`src/rtl/core/tmis_pkg.sv`:
```
// ----------------------------------------------------------------------------
// tmis_pkg
// Shared types, constants and helpers of the magnitude index select core.
// ----------------------------------------------------------------------------
package tmis_pkg;

  localparam int unsigned WeightW    = 32;
  localparam int unsigned MagW       = 31;
  localparam int unsigned ValueW     = 11;
  localparam int unsigned TopW       = 6;
  localparam int unsigned OutDataW   = 16;

  localparam logic [TopW-1:0]    TopCountReset = 6'd50;
  localparam logic [MagW-1:0]    MagMax        = 31'h7FFF_FFFF;
  localparam logic [WeightW-1:0] WeightMinNeg  = 32'h8000_0000;

  localparam logic KindCount = 1'b0;
  localparam logic KindIndex = 1'b1;

  // one result on its way from the sequencer to the output register
  typedef struct packed {
    logic              kind;
    logic [ValueW-1:0] value;
    logic              last;
  } res_t;

  // magnitude of a two's complement weight, most negative value saturates
  function automatic logic [MagW-1:0] mag_of(input logic [WeightW-1:0] raw);
    logic [WeightW-1:0] neg;
    neg = (~raw) + 32'd1;
    if (raw == WeightMinNeg) begin
      return MagMax;
    end else if (raw[WeightW-1]) begin
      return neg[MagW-1:0];
    end else begin
      return raw[MagW-1:0];
    end
  endfunction

endpackage

```
`src/rtl/core/tmis_ctrl.sv`:
```
// ----------------------------------------------------------------------------
// tmis_ctrl
// Load and selection sequencer: stores magnitudes, counts nonzero weights,
// then runs one argmax scan over the store per reported index.
// ----------------------------------------------------------------------------
module tmis_ctrl #(
  parameter int unsigned MaxLength = 1024,
  parameter int unsigned MaxTop    = 50,
  parameter int unsigned AddrW     = 10,
  parameter int unsigned LenW      = 11
) (
  input  logic                          clk_i,
  input  logic                          rst_ni,
  input  logic                          in_valid_i,
  output logic                          in_ready_o,
  input  logic [tmis_pkg::WeightW-1:0]  weight_i,
  input  logic                          last_weight_i,
  input  logic [tmis_pkg::TopW-1:0]     top_count_i,
  output logic                          res_valid_o,
  input  logic                          res_ready_i,
  output tmis_pkg::res_t                res_o,
  output logic                          mem_we_o,
  output logic [AddrW-1:0]              mem_waddr_o,
  output logic [tmis_pkg::MagW-1:0]     mem_wdata_o,
  output logic                          mem_re_o,
  output logic [AddrW-1:0]              mem_raddr_o,
  input  logic [tmis_pkg::MagW-1:0]     mem_rdata_i
);

  localparam logic [1:0] StLoad = 2'd0;
  localparam logic [1:0] StCnt  = 2'd1;
  localparam logic [1:0] StScan = 2'd2;
  localparam logic [1:0] StPick = 2'd3;

  localparam logic [LenW-1:0]           LenMax = LenW'(MaxLength);
  localparam logic [tmis_pkg::TopW-1:0] TopMax = tmis_pkg::TopW'(MaxTop);

  logic [1:0]                    state_q, state_d;
  logic [LenW-1:0]               len_q, len_d;
  logic [LenW-1:0]               nz_q, nz_d;
  logic [tmis_pkg::TopW-1:0]     picks_q, picks_d;
  logic [LenW-1:0]               rd_cnt_q, rd_cnt_d;
  logic                          rd_valid_q, rd_valid_d;
  logic                          rd_last_q, rd_last_d;
  logic [AddrW-1:0]              rd_idx_q, rd_idx_d;
  logic [tmis_pkg::MagW-1:0]     best_mag_q, best_mag_d;
  logic [AddrW-1:0]              best_idx_q, best_idx_d;

  logic in_fire;
  logic issue;
  logic take;

  assign in_ready_o = (state_q == StLoad);
  assign in_fire    = in_valid_i && in_ready_o;
  assign issue      = (state_q == StScan) && (rd_cnt_q < len_q);
  assign take       = (rd_idx_q == '0) || (mem_rdata_i > best_mag_q);

  assign mem_re_o    = issue;
  assign mem_raddr_o = rd_cnt_q[AddrW-1:0];

  always_comb begin
    mem_we_o    = 1'b0;
    mem_waddr_o = len_q[AddrW-1:0];
    mem_wdata_o = tmis_pkg::mag_of(weight_i);
    res_valid_o = 1'b0;
    res_o.kind  = tmis_pkg::KindCount;
    res_o.value = tmis_pkg::ValueW'(nz_q);
    res_o.last  = (picks_q == '0);

    state_d    = state_q;
    len_d      = len_q;
    nz_d       = nz_q;
    picks_d    = picks_q;
    rd_cnt_d   = rd_cnt_q;
    rd_valid_d = issue;
    rd_last_d  = (LenW'(rd_cnt_q + 1'b1) == len_q);
    rd_idx_d   = rd_cnt_q[AddrW-1:0];
    best_mag_d = best_mag_q;
    best_idx_d = best_idx_q;

    if (issue) begin
      rd_cnt_d = LenW'(rd_cnt_q + 1'b1);
    end

    unique case (state_q)
      StLoad: begin
        if (in_fire) begin
          if (len_q < LenMax) begin
            mem_we_o = 1'b1;
            len_d    = LenW'(len_q + 1'b1);
            if (weight_i != '0) begin
              nz_d = LenW'(nz_q + 1'b1);
            end
          end
          if (last_weight_i) begin
            picks_d = (top_count_i > TopMax) ? TopMax : top_count_i;
            state_d = StCnt;
          end
        end
      end
      StCnt: begin
        res_valid_o = 1'b1;
        if (res_ready_i) begin
          rd_cnt_d = '0;
          if (picks_q == '0) begin
            len_d   = '0;
            nz_d    = '0;
            state_d = StLoad;
          end else begin
            state_d = StScan;
          end
        end
      end
      StScan: begin
        if (rd_valid_q) begin
          if (take) begin
            best_mag_d = mem_rdata_i;
            best_idx_d = rd_idx_q;
          end
          if (rd_last_q) begin
            state_d = StPick;
          end
        end
      end
      StPick: begin
        res_valid_o = 1'b1;
        res_o.kind  = tmis_pkg::KindIndex;
        res_o.value = tmis_pkg::ValueW'(best_idx_q);
        res_o.last  = (picks_q == tmis_pkg::TopW'(1));
        mem_waddr_o = best_idx_q;
        mem_wdata_o = '0;
        if (res_ready_i) begin
          // zero the reported entry before the next pass reads it
          mem_we_o = 1'b1;
          picks_d  = picks_q - 1'b1;
          rd_cnt_d = '0;
          if (picks_q == tmis_pkg::TopW'(1)) begin
            len_d   = '0;
            nz_d    = '0;
            state_d = StLoad;
          end else begin
            state_d = StScan;
          end
        end
      end
      default: begin
        state_d = StLoad;
      end
    endcase
  end

  always_ff @(posedge clk_i or negedge rst_ni) begin
    if (!rst_ni) begin
      state_q    <= StLoad;
      len_q      <= '0;
      nz_q       <= '0;
      picks_q    <= '0;
      rd_cnt_q   <= '0;
      rd_valid_q <= 1'b0;
    end else begin
      state_q    <= state_d;
      len_q      <= len_d;
      nz_q       <= nz_d;
      picks_q    <= picks_d;
      rd_cnt_q   <= rd_cnt_d;
      rd_valid_q <= rd_valid_d;
    end
  end

  always_ff @(posedge clk_i) begin
    rd_last_q  <= rd_last_d;
    rd_idx_q   <= rd_idx_d;
    best_mag_q <= best_mag_d;
    best_idx_q <= best_idx_d;
  end

endmodule

```
`config.mk`:
```
export PLATFORM = sky130hd
export DESIGN_NAME = tmis_ctrl
export DESIGN_NICKNAME = d
export VERILOG_FILES = /design/src/rtl/core/tmis_pkg.sv /design/src/rtl/core/tmis_ctrl.sv
export SDC_FILE = /design/constraint.sdc
export NUM_CORES = 1
export LEC_CHECK = 0
export BUFFER_PORTS_ARGS = -buffer_cell sky130_fd_sc_hd__clkbuf_2
export CORE_ASPECT_RATIO = 0.6
export CORE_MARGIN = 8
export CORE_UTILIZATION = 25
export DETAILED_ROUTE_END_ITERATION = 12
export HOLD_SLACK_MARGIN = 0.08
export PLACE_DENSITY = 0.47
export SLEW_MARGIN = 20
export SYNTH_ARGS = -nofsm -noshare
export SYNTH_HDL_FRONTEND = slang
export SYNTH_SLANG_ARGS = --single-unit
```
`constraint.sdc`:
```
create_clock -name clk_i -period 4.5 [get_ports clk_i]
set_input_delay 0.9 -clock clk_i [delete_from_list [all_inputs] [get_ports clk_i]]
set_output_delay 0.9 -clock clk_i [all_outputs]
set_load 0.1 [all_outputs]
```
[After elaboration in Yosys (flattened, before gate mapping)]
Index checks and enable logic that the tools add are counted.
Cells by class
  $add $sub $neg: 5
  order comparisons: 4
  eq/ne operators: 16
  muxes and demuxes: 38
  bitwise logic cells: 1
  reductions and logical operators: 15
Operator list (number)
  $mux W11: 12
  $mux W31: 3
  $pmux W11 S3: 2
  $add A11 B1 Y11 const B: 3
  $eq A32 B32 Y1 const B: 1
  $reduce_bool A32 Y1: 1
  $add A31 B1 Y31 const B: 1
  $gt A31 B31 Y1: 1
  $not A31 Y31: 1
  $mux W6: 4
  $mux W2: 8
  $mux W13: 1
  $ne A2 B2 Y1 const B: 6
  $pmux W6 S2: 1
  $eq A11 B11 Y1: 1
  $lt A11 B11 Y1: 1
  $lt A11 B11 Y1 const B: 1
  $logic_not A10 Y1: 1
  $mux W10: 1
  $ne A2 B1 Y1 const B: 4
  $pmux W2 S4: 1
  $reduce_and A8 Y1: 1
  $reduce_and A7 Y1: 1
  $eq A6 B1 Y1 const B: 1
  16 further kinds: 21
Storage, ports and cells
  register bits after elaboration: 94
  input bits: 74
  output and inout port bits: 68
  logic and storage cells: 89

[Logic depth before layout (Yosys ltp)]
  depth after elaboration: 5
  gate-level depth with buffers: 10

[Worst setup path after synthesis]
OpenSTA, ideal clock, no wires.
  path kind: input to output
  start: input port weight_i[2] in the netlist's numbering
  end: output port mem_wdata_o[25] in the netlist's numbering
  data arrival time: 5.072 ns
  data required time: 3.600 ns
  slack: -1.472 ns
  stages on the path: 8
  buffers on the path: 3
  path through: buf_6 -> or4_4 -> nor3_4 -> and3_1 -> buf_4 -> buf_6 -> nor4b_1 -> nor4_1
On the way
  longest elaborated chain between the ends: 5
  elaborated cells between the ends (all ways): 6
  classes of those cells: add/sub (1); eq/ne (1); mux (3); bitwise (1)
RTL lines
  start, declared: line tmis_ctrl.sv:16  | input logic [tmis_pkg::WeightW-1:0] weight_i,
  $not A31 Y31: line tmis_pkg.sv:30  | neg = (~raw) + 32'd1;
  $add A31 B1 Y31: line tmis_pkg.sv:30
  $mux W31: line tmis_pkg.sv:33  | end else if (raw[WeightW-1]) begin
  $mux W31 (*): line tmis_pkg.sv:31  | if (raw == WeightMinNeg) begin
  $mux W31 (*): line tmis_ctrl.sv:85  | unique case (state_q)
  end, declared: line tmis_ctrl.sv:24  | output logic [tmis_pkg::MagW-1:0] mem_wdata_o,
Mark *: on every way between the ends. The rest lies on a longest branch, timed or not.

[Worst setup path after layout]
  start: input port weight_i[13] in the netlist's numbering
  end: output port mem_wdata_o[17] in the netlist's numbering
Same word-level chain as after synthesis.

==> metrics.md <==
| Metric | Value |
|---|---|
| Die area | `32000 µm²` |
| WS Path Type | `in2out` |
| Number of synthesized flops with an enable pin | `41` |
| Netlist Area Pre-Place | `6594 µm²` |
| Clk buf depth | `2` |
| Rows | `46` |
| DP Cell Count | `1225` |
| Drt first pass iters | `5` |
| Clock Latency Late Sink | `360 ps` |
| Share of layout cells above drive strength 1 | `23.27%` |
| Gp weighted congestion | `0.9047` |
| Clock slew at reported path FFs | `70 ps` |
| Delay-heaviest family, CP | `simple AND/OR/NAND/NOR gates` |
| Max_slew headroom | `36.57%` |
| Post-synth ARST share | `44.68%` |
| Min-delay worst type | `reg2reg` |
| Post-Syn Instances | `750` |
| Vias | `6215` |
| Crit-path max cell delay | `520 ps` |
| Initial antenna violation count | `0` |
| Pwr/cell area | `666.7 nW/µm²` |
| Final Skew | `8.880 ps` |
| First-pass GRT wire length | `34350 µm` |
| Met1 Usage GRT | `22.60%` |
| # setup viols final | `0` |
| Diodes inserted | `0` |
| Clock sink count | `94` |
| IO Port Bufs | `141` |
| Layout Area Growth over Synthesis | `27.50%` |
| Synthesis warning total | `0` |
| H-tree depth | `3` |
| TNS Setup | `0 ps` |
| Core area | `26190 µm²` |
| Wire per inst | `18.27 µm` |
| Reg area | `2502 µm²` |
| Crit share post-route | `92.88%` |
| Drt drc | `0` |
| Synth Flop Type | `dfrtp_1` |
| Starting density of the core | `25.18%` |
| Final Max Slew Viols | `0` |
| Critical path buffer and inverter count | `2` |
| Fmax | `239.3 MHz` |
| Status | `complete, no violations` |
| Detailed Place HPWL | `17880 µm` |
| Layout Cells excl Fill | `1241` |
| Total leakage power | `3.505 nW` |
| Final core utilization | `32.10%` |
| Routing usage on met2 | `17.49%` |
| CP max FO | `10` |
| Critical path required time | `3600 ps` |
| Die Wd | `225.7 µm` |
| Hold Vio Cnt, Final | `0` |
| Fin crit period | `4180 ps` |
| Grt total ovfl | `0` |
| CP Cell Sequence | `clkbuf_2, nor4_2, and4_1, nand3_1, a31oi_1, o21a_1, buf_4` |
| Routed Antenna Nets | `0` |
| Die Ht | `141.8 µm` |
| CTS tree | `built` |
| Post-CTS sizing | `0` |
| Least-Margin Pin Slew | `945.7 ps` |
| Peak VDD IR | `451.2 µV` |
| Routed WL | `22670 µm` |
| Startpoint Class | `primary input` |
| CP max stage cell | `nand3_1` |
| CTS Buf Count | `9` |
| Seq/Total Area, Yosys | `37.95%` |
| Root Buffer | `clkbuf_16` |
| Mapped Avg Cell Area | `8.792 µm²` |
| Via density | `5.008` |
| Largest net degree at the start of global routing | `54` |
| Post-synth cell types | `65` |
| Reg2Reg Setup Slack | `1310 ps` |
| RSZ-0062 raised after global routing | `no` |
| Max_cap viols | `0` |
| Overall Global Routing Usage | `13.82%` |
| Area taken by multi-input logic gates | `3707 µm²` |
| Number of global-route vias before repair | `5667` |
| Busiest layer in global routing | `met1` |
| Crit path DAT | `3280 ps` |
| Mapped Nets | `876` |
| Fillers | `2770` |
| CP Capture Type | `output port` |
| GRT met3 Usage | `3.463%` |
| IO Count | `142` |
| Final net count | `1002` |
| Hold-fix buffers, CTS | `0` |
| Postcts setup bufs | `0` |
| Seq cells post-synth | `94` |
| Iteration-0 DRC count of the detailed router | `572` |
[through the flow]
step,area [µm²],power [mW],worst slack [ps],hold WS [ps]
2_1_floorplan,6681,3.848,-663.1,392.8
3_3_place_gp,8094,4.815,437.4,416.5
3_5_place_dp,8094,4.807,408.0,419.5
4_1_cts,8407,5.642,393.9,437.4
5_1_grt,8407,5.880,242.5,450.6
6_report,8407,5.605,320.3,434.9
[placed cells by master (no fill, tap or decap), types with 15 or more instances in the layout]
cell type	synthesis	routed
o21ai_1	0	20
edfxtp_1	41	41
clkbuf_2	1	114
inv_1	71	71
nand4_1	15	15
nor2_1	56	56
nand3_1	32	32
a31oi_1	20	20
dfrtp_1	42	42
buf_12	0	21
or4_1	16	16
a21oi_1	38	36
o21ai_0	51	31
ha_1	52	51
o31ai_1	19	19
buf_4	12	23
nor3_1	21	15
nand2_1	56	56
[flip-flops by register name (all words and copies together), names as in the netlist]
name,cells
best_idx_q,10
best_mag_q,31
len_q,11
nz_q,11
picks_q,6
rd_cnt_q,11
rd_idx_q,10
rd_last_q,1
rd_valid_q,1
state_q,2
[logic make-up (layout without fill, tap and decap cells)]
group                    count (synthesis)  in the layout  synth area share (%)
multiplexers                             4              4                0.6072
adder cells (fa/ha/maj)                 52             52                 9.867
XOR/XNOR                                15             15                 1.992
AO/OA/AOI/OAI                          214            214                 21.61
flip-flops                              94             94                 37.95
buffers and inverters                  115            246                 7.514
AND/OR/NAND/NOR                        256            256                 20.46
[synth_stat cells, drive strengths merged (20+ instances only)]
library cell	count	area [µm²]
a21oi	38	190.2
a31oi	20	125.1
clkbuf	26	98.84
dfrtp	42	1051
edfxtp	41	1231
ha	52	650.6
inv	71	266.5
nand2	56	210.2
nand3	33	170.2
nor2	56	210.2
nor3	23	131.4
o21ai	51	255.2
[path summary, 6_finish.rpt]
kind | start | cells after the start | endpoint
max reg2reg | state_q[0] | 8 | nz_q[6]
min in group asynchronous | rst_ni | 2 | picks_q[1]
min reg2reg | rd_idx_q[9] | 0 | best_idx_q[9]
max in group asynchronous | rst_ni | 2 | nz_q[1]
min | rd_idx_q[9] | 0 | best_idx_q[9]
max | weight_i[13] | 7 | mem_wdata_o[17]
[power breakdown]
part / total, mW / internal [mW] / switching (mW) / leakage (nW)
clock network: 0.814 / 0.448 / 0.367 / 0.150
registers: 1.19 / 1.05 / 0.147 / 1.02
logic: 3.60 / 0.884 / 2.71 / 2.33
total: 5.60 / 2.38 / 3.23 / 3.51
[layer usage]
layer	part of all wire, %	up-vias
met3	6.0	17
li1	-	3047
met5	0	-
met2	38	196
met1	55	2955
met4	0.91	0
[cell type report]
type                            instances  share of cell area [%]
Inverter                               72                   3.215
Tap cell                              360                   5.358
Timing Repair Buffer                  158                   13.84
Sequential cell                        94                   29.77
Clock inverter                          4                  0.4018
Multi-Input combinational cell        541                   44.10
Clock buffer                           12                   3.319
(Power assumes the default switching activity.)
